<file path="config.mk">
export PLATFORM = sky130hd
export DESIGN_NAME = via_6522_register_file_unit_flat
export DESIGN_NICKNAME = d
export VERILOG_FILES = /design/src/hdl/via_pkg.sv /design/src/hdl/via_stream_if.sv /design/src/hdl/via_6522_register_file_unit.sv /design/src/hdl/via_pipe_reg.sv /design/src/hdl/via_reg_core.sv /design/src/flat_wrapper.sv
export SDC_FILE = /design/constraint.sdc
export NUM_CORES = 1
export LEC_CHECK = 0
export BUFFER_PORTS_ARGS = -buffer_cell sky130_fd_sc_hd__clkbuf_2
export CAP_MARGIN = 40
export CORE_MARGIN = 2
export CORE_UTILIZATION = 30
export CTS_CLUSTER_SIZE = 24
export DETAILED_ROUTE_END_ITERATION = 16
export PLACE_DENSITY = 0.58
export SLEW_MARGIN = 10
export SYNTH_ARGS = -nofsm -noshare
export SYNTH_HDL_FRONTEND = slang
export SYNTH_SLANG_ARGS = --single-unit
</file>
<file path="constraint.sdc">
create_clock -name clk -period 2.34 [get_ports clk]
set_input_delay 0.468 -clock clk [delete_from_list [all_inputs] [get_ports clk]]
set_output_delay 0.468 -clock clk [all_outputs]
set_load 0.01 [all_outputs]
</file>
<file path="src/hdl/via_pkg.sv">
// Shared types and constants for the 6522 VIA register file.
// Holds the register map, command codes, IFR flag masks and item payloads.
// No dependencies.
`timescale 1ns / 1ps

package via_pkg;

    // Bus commands
    localparam logic [1:0] CMD_READ  = 2'd0;
    localparam logic [1:0] CMD_WRITE = 2'd1;
    localparam logic [1:0] CMD_RAISE = 2'd2;

    // Register map
    localparam logic [3:0] ADDR_ORB    = 4'd0;
    localparam logic [3:0] ADDR_ORA    = 4'd1;
    localparam logic [3:0] ADDR_DDRB   = 4'd2;
    localparam logic [3:0] ADDR_DDRA   = 4'd3;
    localparam logic [3:0] ADDR_T1CL   = 4'd4;
    localparam logic [3:0] ADDR_T1CH   = 4'd5;
    localparam logic [3:0] ADDR_T1LL   = 4'd6;
    localparam logic [3:0] ADDR_T1LH   = 4'd7;
    localparam logic [3:0] ADDR_T2CL   = 4'd8;
    localparam logic [3:0] ADDR_T2CH   = 4'd9;
    localparam logic [3:0] ADDR_SR     = 4'd10;
    localparam logic [3:0] ADDR_ACR    = 4'd11;
    localparam logic [3:0] ADDR_PCR    = 4'd12;
    localparam logic [3:0] ADDR_IFR    = 4'd13;
    localparam logic [3:0] ADDR_IER    = 4'd14;
    localparam logic [3:0] ADDR_ORA_NH = 4'd15;

    // IFR bits
    localparam logic [7:0] FLAG_CA2 = 8'h01;
    localparam logic [7:0] FLAG_CA1 = 8'h02;
    localparam logic [7:0] FLAG_CB2 = 8'h08;
    localparam logic [7:0] FLAG_CB1 = 8'h10;
    localparam logic [7:0] FLAG_T2  = 8'h20;
    localparam logic [7:0] FLAG_T1  = 8'h40;
    localparam logic [7:0] FLAG_ANY = 8'h80;

    // PCR control field codes for independent CA2/CB2 interrupt mode
    localparam logic [2:0] PCR_IND_NEG = 3'b001;
    localparam logic [2:0] PCR_IND_POS = 3'b011;

    // Reset values
    localparam logic [7:0]  DDRB_RESET  = 8'hff;
    localparam logic [15:0] COUNT_RESET = 16'hffff;

    typedef struct packed {
        logic [1:0] command;
        logic [3:0] address;
        logic [7:0] write_data;
        logic [6:0] raise_flags;
    } req_t;

    typedef struct packed {
        logic [7:0]  read_data;
        logic        irq_pulse;
        logic        unsupported_access;
        logic [7:0]  port_b_value;
        logic [7:0]  port_a_value;
        logic [15:0] timer1_value;
        logic [15:0] timer2_value;
        logic        timer2_irq_armed;
        logic        timer1_free_run;
        logic        timer1_drives_pb7;
        logic        timer2_counts_pulses;
    } rsp_t;

endpackage

</file>
<file path="src/hdl/via_stream_if.sv">
// Valid/ready channel carrying one item per handshake.
// Payload type is a parameter; depends on nothing else.
`timescale 1ns / 1ps

interface via_stream_if #(
    parameter type data_t = logic
) ();
    logic  valid;
    logic  ready;
    data_t data;

    modport source (output valid, output data, input ready);
    modport sink   (input valid, input data, output ready);
endinterface

</file>
<file path="src/hdl/via_6522_register_file_unit.sv">
// Channel   Dir  Payload         Handshake
// request   in   via_pkg::req_t  valid/ready, item taken when both high
// result    out  via_pkg::rsp_t  valid/ready, item taken when both high
//
// One item per cycle sustained unless the result stalls. Path: input register,
// then the register-file update into the result register.
// Register state changes when an item passes from the input register into
// the result register. Reset (rst_n low) empties both pipeline registers and
// loads the VIA reset values. A stalled result holds; new items are still
// taken while the input register can move forward.
// Depends on via_pkg, via_stream_if, via_pipe_reg and via_reg_core.
`timescale 1ns / 1ps

module via_6522_register_file_unit (
    input  logic         clk,
    input  logic         rst_n,
    via_stream_if.sink   request,
    via_stream_if.source result
);

    via_stream_if #(.data_t(via_pkg::req_t)) req_q ();
    via_stream_if #(.data_t(via_pkg::rsp_t)) rsp_d ();

    // Input register
    via_pipe_reg #(.data_t(via_pkg::req_t)) u_in_reg (
        .clk   (clk),
        .rst_n (rst_n),
        .up    (request),
        .down  (req_q)
    );

    // Register file update
    via_reg_core u_core (
        .clk   (clk),
        .rst_n (rst_n),
        .up    (req_q),
        .down  (rsp_d)
    );

    // Result register
    via_pipe_reg #(.data_t(via_pkg::rsp_t)) u_out_reg (
        .clk   (clk),
        .rst_n (rst_n),
        .up    (rsp_d),
        .down  (result)
    );

endmodule

</file>
<file path="src/hdl/via_pipe_reg.sv">
// Full-rate pipeline register between two valid/ready channels.
// Depends on via_stream_if.
`timescale 1ns / 1ps

module via_pipe_reg #(
    parameter type data_t = logic
) (
    input  logic         clk,
    input  logic         rst_n,
    via_stream_if.sink   up,
    via_stream_if.source down
);

    logic  valid_reg;
    data_t data_reg;

    // Take a new item when empty or when the held one leaves in the same cycle
    assign up.ready   = !valid_reg || down.ready;
    assign down.valid = valid_reg;
    assign down.data  = data_reg;

    always_ff @(posedge clk or negedge rst_n)
    begin
        if (!rst_n)
        begin
            valid_reg <= 1'b0;
        end
        else if (up.valid && up.ready)
        begin
            valid_reg <= 1'b1;
        end
        else if (down.ready)
        begin
            valid_reg <= 1'b0;
        end
    end

    // Payload holds while stalled
    always_ff @(posedge clk)
    begin
        if (up.valid && up.ready)
        begin
            data_reg <= up.data;
        end
    end

endmodule

</file>
<file path="src/hdl/via_reg_core.sv">
// VIA register state and per-access update logic.
// Depends on via_pkg and via_stream_if.
`timescale 1ns / 1ps

module via_reg_core (
    input  logic         clk,
    input  logic         rst_n,
    via_stream_if.sink   up,
    via_stream_if.source down
);

    logic [7:0]  out_b_reg, out_b_next;
    logic [7:0]  out_a_reg, out_a_next;
    logic [7:0]  out_a_nh_reg, out_a_nh_next;
    logic [7:0]  dir_b_reg, dir_b_next;
    logic [7:0]  dir_a_reg, dir_a_next;
    logic [15:0] t1_latch_reg, t1_latch_next;
    logic [15:0] t1_count_reg, t1_count_next;
    logic [7:0]  t2_latch_low_reg, t2_latch_low_next;
    logic [15:0] t2_loaded_reg, t2_loaded_next;
    logic [15:0] t2_count_reg, t2_count_next;
    logic [7:0]  acr_reg, acr_next;
    logic [7:0]  pcr_reg, pcr_next;
    logic [6:0]  ier_reg, ier_next;
    logic [7:0]  ifr_reg, ifr_next;
    logic        t2_armed_reg, t2_armed_next;

    via_pkg::req_t req;
    logic          fire;
    logic [7:0]    rd;
    logic          irq;
    logic          unsup;
    logic          clr_en;
    logic [7:0]    clr_mask;
    logic [7:0]    pb_mask;
    logic [7:0]    pa_mask;
    logic [6:0]    kept;

    // Pass-through handshake; state commits when the item moves on
    assign req        = up.data;
    assign fire       = up.valid && down.ready;
    assign up.ready   = down.ready;
    assign down.valid = up.valid;

    // Port flag masks: CB2/CA2 survive in independent mode
    always_comb
    begin
        pb_mask = via_pkg::FLAG_CB1;
        if (pcr_reg[7:5] != via_pkg::PCR_IND_NEG && pcr_reg[7:5] != via_pkg::PCR_IND_POS)
        begin
            pb_mask = pb_mask | via_pkg::FLAG_CB2;
        end
        pa_mask = via_pkg::FLAG_CA1;
        if (pcr_reg[3:1] != via_pkg::PCR_IND_NEG && pcr_reg[3:1] != via_pkg::PCR_IND_POS)
        begin
            pa_mask = pa_mask | via_pkg::FLAG_CA2;
        end
    end

    // Access decode and next state
    always_comb
    begin
        out_b_next        = out_b_reg;
        out_a_next        = out_a_reg;
        out_a_nh_next     = out_a_nh_reg;
        dir_b_next        = dir_b_reg;
        dir_a_next        = dir_a_reg;
        t1_latch_next     = t1_latch_reg;
        t1_count_next     = t1_count_reg;
        t2_latch_low_next = t2_latch_low_reg;
        t2_loaded_next    = t2_loaded_reg;
        t2_count_next     = t2_count_reg;
        acr_next          = acr_reg;
        pcr_next          = pcr_reg;
        ier_next          = ier_reg;
        ifr_next          = ifr_reg;
        t2_armed_next     = t2_armed_reg;
        rd                = 8'h00;
        irq               = 1'b0;
        unsup             = 1'b0;
        clr_en            = 1'b0;
        clr_mask          = 8'h00;
        kept              = 7'h00;

        unique case (req.command)
            via_pkg::CMD_READ:
            begin
                unique case (req.address)
                    via_pkg::ADDR_ORB:
                    begin
                        clr_en   = 1'b1;
                        clr_mask = pb_mask;
                        rd       = out_b_reg;
                    end
                    via_pkg::ADDR_ORA:
                    begin
                        clr_en   = 1'b1;
                        clr_mask = pa_mask;
                        rd       = out_a_reg;
                    end
                    via_pkg::ADDR_DDRB: rd = dir_b_reg;
                    via_pkg::ADDR_DDRA: rd = dir_a_reg;
                    via_pkg::ADDR_T1CL:
                    begin
                        clr_en   = 1'b1;
                        clr_mask = via_pkg::FLAG_T1;
                        rd       = t1_count_reg[7:0];
                    end
                    via_pkg::ADDR_T1CH: rd = t1_count_reg[15:8];
                    via_pkg::ADDR_T1LL: rd = t1_latch_reg[7:0];
                    via_pkg::ADDR_T1LH: rd = t1_latch_reg[15:8];
                    via_pkg::ADDR_T2CL:
                    begin
                        t2_armed_next = 1'b1;
                        rd            = t2_loaded_reg[7:0];
                    end
                    via_pkg::ADDR_T2CH: rd = t2_loaded_reg[15:8];
                    via_pkg::ADDR_SR:   unsup = 1'b1;
                    via_pkg::ADDR_ACR:  rd = acr_reg;
                    via_pkg::ADDR_PCR:  rd = pcr_reg;
                    via_pkg::ADDR_IFR:  rd = ifr_reg;
                    via_pkg::ADDR_IER:  rd = {1'b1, ier_reg};
                    via_pkg::ADDR_ORA_NH: rd = out_a_nh_reg;
                    default: rd = 8'h00;
                endcase
            end
            via_pkg::CMD_WRITE:
            begin
                unique case (req.address)
                    via_pkg::ADDR_ORB:
                    begin
                        out_b_next = (out_b_reg & ~dir_b_reg) | (req.write_data & dir_b_reg);
                        clr_en     = 1'b1;
                        clr_mask   = pb_mask;
                    end
                    via_pkg::ADDR_ORA:
                    begin
                        out_a_next = (out_a_reg & ~dir_a_reg) | (req.write_data & dir_a_reg);
                        clr_en     = 1'b1;
                        clr_mask   = pa_mask;
                    end
                    via_pkg::ADDR_DDRB: dir_b_next = req.write_data;
                    via_pkg::ADDR_DDRA: dir_a_next = req.write_data;
                    via_pkg::ADDR_T1CL, via_pkg::ADDR_T1LL:
                        t1_latch_next = {t1_latch_reg[15:8], req.write_data};
                    via_pkg::ADDR_T1LH:
                        t1_latch_next = {req.write_data, t1_latch_reg[7:0]};
                    via_pkg::ADDR_T1CH:
                    begin
                        // Load counter from the full latch and drop PB7 when it is an output
                        t1_latch_next = {req.write_data, t1_latch_reg[7:0]};
                        t1_count_next = {req.write_data, t1_latch_reg[7:0]};
                        out_b_next    = out_b_reg & ~(dir_b_reg & via_pkg::FLAG_ANY);
                        clr_en        = 1'b1;
                        clr_mask      = via_pkg::FLAG_T1 | pb_mask;
                    end
                    via_pkg::ADDR_T2CL: t2_latch_low_next = req.write_data;
                    via_pkg::ADDR_T2CH:
                    begin
                        t2_loaded_next = {req.write_data, t2_latch_low_reg};
                        t2_count_next  = {req.write_data, t2_latch_low_reg};
                        t2_armed_next  = 1'b1;
                        clr_en         = 1'b1;
                        clr_mask       = via_pkg::FLAG_T2;
                    end
                    via_pkg::ADDR_SR:  unsup = 1'b1;
                    via_pkg::ADDR_ACR: acr_next = req.write_data;
                    via_pkg::ADDR_PCR: pcr_next = req.write_data;
                    via_pkg::ADDR_IFR:
                    begin
                        clr_en   = 1'b1;
                        clr_mask = req.write_data;
                    end
                    via_pkg::ADDR_IER:
                    begin
                        // Bit 7 selects set or clear of the given enables
                        if (req.write_data[7])
                        begin
                            ier_next = ier_reg | req.write_data[6:0];
                        end
                        else
                        begin
                            ier_next = ier_reg & ~req.write_data[6:0];
                        end
                        irq = |(ier_next & ifr_reg[6:0]);
                        ifr_next = {ifr_reg[7] | irq, ifr_reg[6:0]};
                    end
                    via_pkg::ADDR_ORA_NH:
                        out_a_nh_next = (out_a_nh_reg & ~dir_a_reg) | (req.write_data & dir_a_reg);
                    default: unsup = 1'b0;
                endcase
            end
            via_pkg::CMD_RAISE:
            begin
                irq      = |(ier_reg & req.raise_flags);
                ifr_next = {ifr_reg[7] | irq, ifr_reg[6:0] | req.raise_flags};
            end
            default:
            begin
                rd = 8'h00;
            end
        endcase

        // Flag clear recomputes the summary bit from what is left
        if (clr_en)
        begin
            kept     = ifr_reg[6:0] & ~clr_mask[6:0];
            ifr_next = {|(kept & ier_reg), kept};
        end
    end

    // Result item reflects state after the access
    always_comb
    begin
        down.data.read_data            = rd;
        down.data.irq_pulse            = irq;
        down.data.unsupported_access   = unsup;
        down.data.port_b_value         = out_b_next;
        down.data.port_a_value         = out_a_next;
        down.data.timer1_value         = t1_count_next;
        down.data.timer2_value         = t2_count_next;
        down.data.timer2_irq_armed     = t2_armed_next;
        down.data.timer1_free_run      = acr_next[6];
        down.data.timer1_drives_pb7    = acr_next[7];
        down.data.timer2_counts_pulses = acr_next[5];
    end

    // State registers
    always_ff @(posedge clk or negedge rst_n)
    begin
        if (!rst_n)
        begin
            out_b_reg        <= 8'h00;
            out_a_reg        <= 8'h00;
            out_a_nh_reg     <= 8'h00;
            dir_b_reg        <= via_pkg::DDRB_RESET;
            dir_a_reg        <= 8'h00;
            t1_latch_reg     <= 16'h0000;
            t1_count_reg     <= via_pkg::COUNT_RESET;
            t2_latch_low_reg <= 8'h00;
            t2_loaded_reg    <= 16'h0000;
            t2_count_reg     <= via_pkg::COUNT_RESET;
            acr_reg          <= 8'h00;
            pcr_reg          <= 8'h00;
            ier_reg          <= 7'h00;
            ifr_reg          <= 8'h00;
            t2_armed_reg     <= 1'b0;
        end
        else if (fire)
        begin
            out_b_reg        <= out_b_next;
            out_a_reg        <= out_a_next;
            out_a_nh_reg     <= out_a_nh_next;
            dir_b_reg        <= dir_b_next;
            dir_a_reg        <= dir_a_next;
            t1_latch_reg     <= t1_latch_next;
            t1_count_reg     <= t1_count_next;
            t2_latch_low_reg <= t2_latch_low_next;
            t2_loaded_reg    <= t2_loaded_next;
            t2_count_reg     <= t2_count_next;
            acr_reg          <= acr_next;
            pcr_reg          <= pcr_next;
            ier_reg          <= ier_next;
            ifr_reg          <= ifr_next;
            t2_armed_reg     <= t2_armed_next;
        end
    end

endmodule

</file>
<file path="src/flat_wrapper.sv">
// flat-port wrapper written by rule: the top's interface ports become plain ports
module via_6522_register_file_unit_flat import via_pkg::*;
  (clk, rst_n, request_valid, request_data, request_ready, result_valid, result_data, result_ready);
  via_stream_if #(.data_t(req_t)) request_i ();
  via_stream_if #(.data_t(rsp_t)) result_i ();
  input  logic clk;
  input  logic rst_n;
  input wire logic [$bits(request_i.valid)-1:0] request_valid;
  input wire logic [$bits(request_i.data)-1:0] request_data;
  output wire logic [$bits(request_i.ready)-1:0] request_ready;
  output wire logic [$bits(result_i.valid)-1:0] result_valid;
  output wire logic [$bits(result_i.data)-1:0] result_data;
  input wire logic [$bits(result_i.ready)-1:0] result_ready;
  assign request_i.valid = request_valid;
  assign request_i.data = request_data;
  assign request_ready = request_i.ready;
  assign result_valid = result_i.valid;
  assign result_data = result_i.data;
  assign result_i.ready = result_ready;
  via_6522_register_file_unit u_core (.clk(clk), .rst_n(rst_n), .request(request_i), .result(result_i));
endmodule
</file>
# --- Yosys cells after proc, flatten, opt, wreduce, memory -nomap -nowiden ---
# Index checks and enable logic that the tools add are counted.
totals:
  wordCells: 153
  mem_bits_rw: 0
  latchBits: 0
  n_memories: 0
  output_inout_bits: 64
  romBits: 0
  in_bits: 25
  regBits: 229
op_classes:
  n_lt_le_gt_ge: 0
  n_eq_ne: 23
  div_mod_pow: 0
  muxes: 36
  bitwise_logic: 25
  n_shift: 0
  n_reduce_logical: 34
  n_mul: 0
  n_addsub: 0
ops:
  columns: ["op", "count"]
  rows:
  - ["$pmux 8 s15", 1]
  - ["$mux 16", 4]
  - ["$mux 8", 7]
  - ["$and 8x8->8", 6]
  - ["$and 7x7->7", 5]
  - ["$pmux 7 s5", 1]
  - ["$eq 4x4->1 const B", 8]
  - ["$pmux 16 s2", 1]
  - ["$pmux 8 s2", 2]
  - ["$reduce_and 3->1", 10]
  - ["$not 8->8", 3]
  - ["$or 8x8->8", 3]
  - ["$mux 7", 3]
  - ["$pmux 7 s3", 1]
  - ["$reduce_or 7->1", 3]
  - ["$eq 4x3->1 const B", 4]
  - ["$not 7->7", 2]
  - ["$or 7x7->7", 2]
  - ["$pmux 7 s2", 1]
  - ["$mux 1", 11]
  - ["$eq 4x2->1 const B", 2]
  - ["$reduce_and 4->1", 2]
  - ["$ne 3x1->1 const B", 2]
  - ["$ne 3x2->1 const B", 2]
  - ["other kinds (19)", 32]

# --- Depth between registers and ports, before layout ---
logic_depth:
  depth_word: 11
  depth_mapped: 9
  ltp_nobuf: 8

# --- Modules after synthesis ---
# A second synthesis with hierarchy kept.
unflattened:
  hier_cells: 904
  area_unflattened_um2: 10694.0
modules_own_cells:
  columns: ["module", "seq_area_each_um2", "area_per_inst_um2", "n_inst", "cells_per_inst"]
  rows:
  - ["via_reg_core", 3653.5, 8094.0, 1, 813]
  - ["via_pipe_reg (u_core.u_out_reg)", 1886.8, 1915.6, 1, 66]
  - ["via_pipe_reg (u_core.u_in_reg)", 655.6, 684.4, 1, 25]

# --- Worst setup path before layout ---
# OpenSTA, ideal clock, no wires.
synth_timing:
  path_type: "input -> register"
  start: "input result_ready"
  end: "register u_core.u_core.pcr_reg[0]"
  required_ps: 2215
  arrival_time_ps: 2592
  n_path_buf: 2
  setup_time_ps: 125
  stages: 6
  setup_slack_ps: -376
  cell_sequence: "nand2b_1 > and2_1 > buf_2 > buf_2 > nand3_1 > mux2_2"
synth_between:
  elab_chain_len: 3
synth_rtl:
  columns: ["item", "line", "rtl"]
  rows:
  - ["from (decl)", "flat_wrapper.sv:13", "input wire logic [$bits(result_i.ready)-1:0] result_ready;"]
  - ["$logic_or 1x1->1", "via_pipe_reg.sv:18", "assign up.ready = !valid_reg || down.ready;"]
  - ["$logic_and 1x1->1", "via_reg_core.sv:41", "assign fire = up.valid && down.ready;"]
  - ["named net u_core.u_core.fire", "via_reg_core.sv:29", "logic fire;"]
  - ["$reduce_and 3->1 (no line)", null, null]
  - ["to (signal assigned)", "via_reg_core.sv:262", "pcr_reg <= pcr_next;"]
  - ["to (decl)", "via_reg_core.sv:23", "logic [7:0] pcr_reg, pcr_next;"]
# The timed path passes the listed nets, and every way through them passes these cells.
# A chain may end at the register's enable or synchronous reset.

# --- Worst setup path in the final report ---
layout_timing:
  start: "register u_core.u_in_reg.data_reg, in the netlist u_core.u_in_reg.down.data[16]"
  end: "register u_core.u_out_reg.data_reg, in the netlist u_core.u_out_reg.down.data[54], data pin"
layout_between:
  elab_chain_len: 2
  elab_cells_between_ends: 16
  classes_between: "14 x eq/ne; 1 x mux; 1 x reduce/logical"
layout_rtl:
  columns: ["item", "line", "rtl"]
  rows:
  - ["from (decl)", "via_pipe_reg.sv:15", "data_t data_reg;"]
  - ["from (signal assigned)", "via_pipe_reg.sv:43", "data_reg <= up.data;"]
  - ["$eq 4x4->1 (tied with other cells)", "via_reg_core.sv:88", "unique case (req.address)"]
  - ["$pmux 8 s15 *", "via_reg_core.sv:88", null]
  - ["to (signal assigned)", "via_pipe_reg.sv:43", null]
  - ["to (decl)", "via_pipe_reg.sv:15", null]
# Every way passes the cells marked *; elsewhere a longest branch is shown, timed or not.

==> results by group <==
Run status
  • Status: complete, no violations

Place
  • Worst slack, placed: 0.0780 ns
  • Placed cells: 1411
  • IO buf count: 88
  • Placer Congestion: 0.926
  • DP HPWL: 22.8 mm

Logic synthesis
  • Yosys warnings: 0
  • Ys async rst share: 0.638
  • Cell taking the most area after synthesis: dfrtp_1
  • #FFs+latches synth: 229
  • Post-synthesis cell type count: 66
  • Area contributors post-synth: dfrtp_1 25%, edfxtp_1 23%, mux2_2 15%
  • Post-synth top flop: dfrtp_1
  • Register area share after synthesis: 0.580
  • Top cell type's share of synthesized area: 0.249
  • Post-Syn Area: 10700 um^2
  • Mean Syn Cell Area: 12.6 um^2
  • Post-synth EDFFs: 83
  • Post-Synthesis Cells: 850
  • Syn Nets: 878

STA
  • Clock skew: 0.0168 ns
  • Final Hold Viols: 0
  • RSZ-0062 raised after global routing: no
  • Worst-Margin Slew: 0.560 ns
  • Worst setup margin: 0.0723 ns
  • Rel. slew slack: 0.624
  • Max Slew Vio Count: 0
  • Final setup fails: 0
  • Period utilization: 0.969
  • Min cycle time layout: 2.27 ns
  • FMAX: 441 MHz
  • Setup tns final: 0 ns
  • Final Hold Slack: 0.105 ns

Finish
  • Final net count: 1008
  • Fin cells: 1461
  • Final Util: 0.369
  • Layout overhead on the synthesized area: 22.2%
  • Max FFs per register: 62
  • Share of cells above drive strength 1: 0.423
  • Ant. Diodes: 0

Routing
  • Routed Antenna Nets: 0
  • Total length of routed met2 wires: 14.8 mm
  • Top Metal Used: met4
  • Vias: 7436
  • Initial DRC count: 627
  • DR WL met3: 2.11 mm
  • Routed WL: 32.0 mm
  • Vias per Instance: 5.09
  • M1 WL: 14.1 mm
  • WL/cell: 21.9 um
  • First drt pass iteration count: 4
  • DRC: 0

Die
  • Die area: 37100 um^2
  • Die Height: 193 um
  • Initial Util: 0.302
  • Ports: 89
  • Core area: 35300 um^2
  • Die Span X: 193 um
  • # rows: 69

Power and ir drop
  • Flop pwr share: 0.473
  • Pwr dens: 815 nW/um^2
  • Internal Power: 0.00789 W
  • Leak Pwr: 5.68 nW
  • Peak VDD IR: 0.499 mV
  • Comb power frac: 0.118
  • Switching share of power: 0.258
  • Clock Power Share: 0.408
  • P_sw: 0.00274 W

Worst setup path
  • Critical-path maximum fanout: 7
  • Critical path endpoint category: register
  • Critical path's slowest cell: edfxtp_1
  • Worst Path Required: 2.60 ns
  • Crit path launch type: register
  • Cell Chain, Critical Path: buf_4 -> buf_4 -> nor2_1 -> a22oi_1 -> o22ai_1 -> a2111oi_0 -> a21oi_1
  • Most used cell, CP: buf_4
  • Critical path class: reg2reg
  • CP arrival: 2.53 ns
  • Slowest stage delay, CP: 0.52 ns

Clocking
  • Sink Count: 229
  • Clock slew at reported path FFs: 0.06 ns
  • CTS H-tree depth: 1
  • CTS tree: done
  • Clock buffer depth: 3
  • Worst-Skew Late Latency: 0.54 ns
  • Root Driver: clkbuf_16
  • CTS buffer count: 26

GRT
  • Initial antenna violation count: 0
  • First-pass GRT wire length: 48.5 mm
  • Total GRT Usage: 0.176
  • Largest net degree at the start of global routing: 65
  • GRT overflow: 0
  • Vias in the first global route: 7541

Run
  • Max cap viols: 0

Min path
  • Hold Crit Class: in2reg
worst max-delay path: cells and delay by family, from the launching register on:
family,cells,cell delay [ns]
AOI/OAI and AO/OA,4,0.97
DFF,1,0.52
buffers and inverters,2,0.37
and+or+nand+nor,1,0.12
power groups by stage:
stage / Sequential, W / Combinational, W / Clock, W
floorplan: 0.00497 / 0.000730 / 0
global placement: 0.00509 / 0.00125 / 0
detailed placement: 0.00509 / 0.00126 / 0
CTS: 0.00502 / 0.00127 / 0.00445
global route: 0.00507 / 0.00138 / 0.00460
finish: 0.00503 / 0.00126 / 0.00434
repair_timing:
item | CTS | global route
endpoints found under the hold margin | 26 | 0
resized for setup | 0 | 2
setup endpoints to repair | 0 | 4
buffers inserted | 0 | 1
hold buffers | 1 | 0
per-layer routing:
| metal | vias up | track usage |
|---|---|---|
| met5 | - | 0 |
| met4 | 0 | 0.0581 |
| met3 | 57 | 0.0293 |
| met2 | 265 | 0.281 |
| met1 | 3753 | 0.243 |
| li1 | 3361 | - |
kinds of logic (layout without fill, tap and decap cells):
group / after synthesis / count (layout) / share of synthesized area
and+or+nand+nor: 252 / 252 / 0.109
DFF: 229 / 229 / 0.580
muxes: 182 / 182 / 0.197
AOI/OAI and AO/OA: 115 / 115 / 0.0798
buffers and inverters: 68 / 218 / 0.0290
adders and majority gates: 3 / 3 / 0.00352
xor gates and xnor gates: 1 / 1 / 0.000821
cells in the final DEF, fill, tap and decap left out, drive strengths merged, types with 8 or more instances in the layout:
master and n:
mux2i 13, a31oi 11, dfstp 40, a21oi 16, inv 10, dfrtp 106, buf 72, nand2b 8
clkinv 8, nor2 30, edfxtp 83, mux2 166, o21ai 14, clkbuf 123, nand2 159, nor3 8
nand3 14, a22oi 16
layout make-up:
class                      count  area (um^2)
fill                        3435        22300
sequential                   229         6200
multi-input combinational    553         4180
timing repair buffer         160         1130
clock buffer                  36          779
tap                          461          577
clock inverter                12          151
inverter                      10         37.5
worst paths after layout:
| check | slack (ns) | depth (start not counted) | endpoint | from |
|---|---|---|---|---|
| min in group asynchronous | 0.41 | 2 | u_core.u_core.t1_latch_reg[7] | rst_n |
| setup / recovery | 0.07 | 7 | u_core.u_out_reg.down.data[54] | u_core.u_in_reg.down.data[16] |
| max in group asynchronous | 1.21 | 3 | u_core.u_core.t2_count_reg[14] | rst_n |
| hold / removal | 0.11 | 1 | u_core.u_in_reg.down.data[0] | request_data[0] |
| hold reg to reg | 0.46 | 2 | u_core.u_core.t2_count_reg[5] | u_core.u_core.t2_count_reg[5] |
| setup reg to reg | 0.07 | 7 | u_core.u_out_reg.down.data[54] | u_core.u_in_reg.down.data[16] |
metrics by stage:
step                      power [W]  instance area [um^2]
final                        0.0106                 13000
after global routing         0.0110                 13000
after CTS                    0.0107                 13000
after detailed placement    0.00635                 12100
after global placement      0.00634                 12100
after floorplan             0.00570                 10700
cells in the mapped netlist (3+ instances only):
master and number:
a2111oi_0 3, a211oi_1 3, a21oi_1 15, a221oi_1 4, a22o_1 7, a22oi_1 16
a2bb2oi_1 3, a31oi_1 11, a32oi_1 7, and2_1 7, and3_1 7, buf_2 28
buf_4 3, clkbuf_1 25, dfrtp_1 106, dfstp_2 40, edfxtp_1 83, ha_1 3
inv_1 8, mux2_1 10, mux2_2 146, mux2_4 10, mux2i_1 13, mux4_2 3
nand2_1 156, nand2b_1 8, nand3_1 14, nand4_1 5, nor2_1 27, nor2b_1 5
nor3_1 3, nor3_2 3, o21ai_0 12, o221ai_1 4, o22ai_1 7
(Power assumes the default switching activity.)
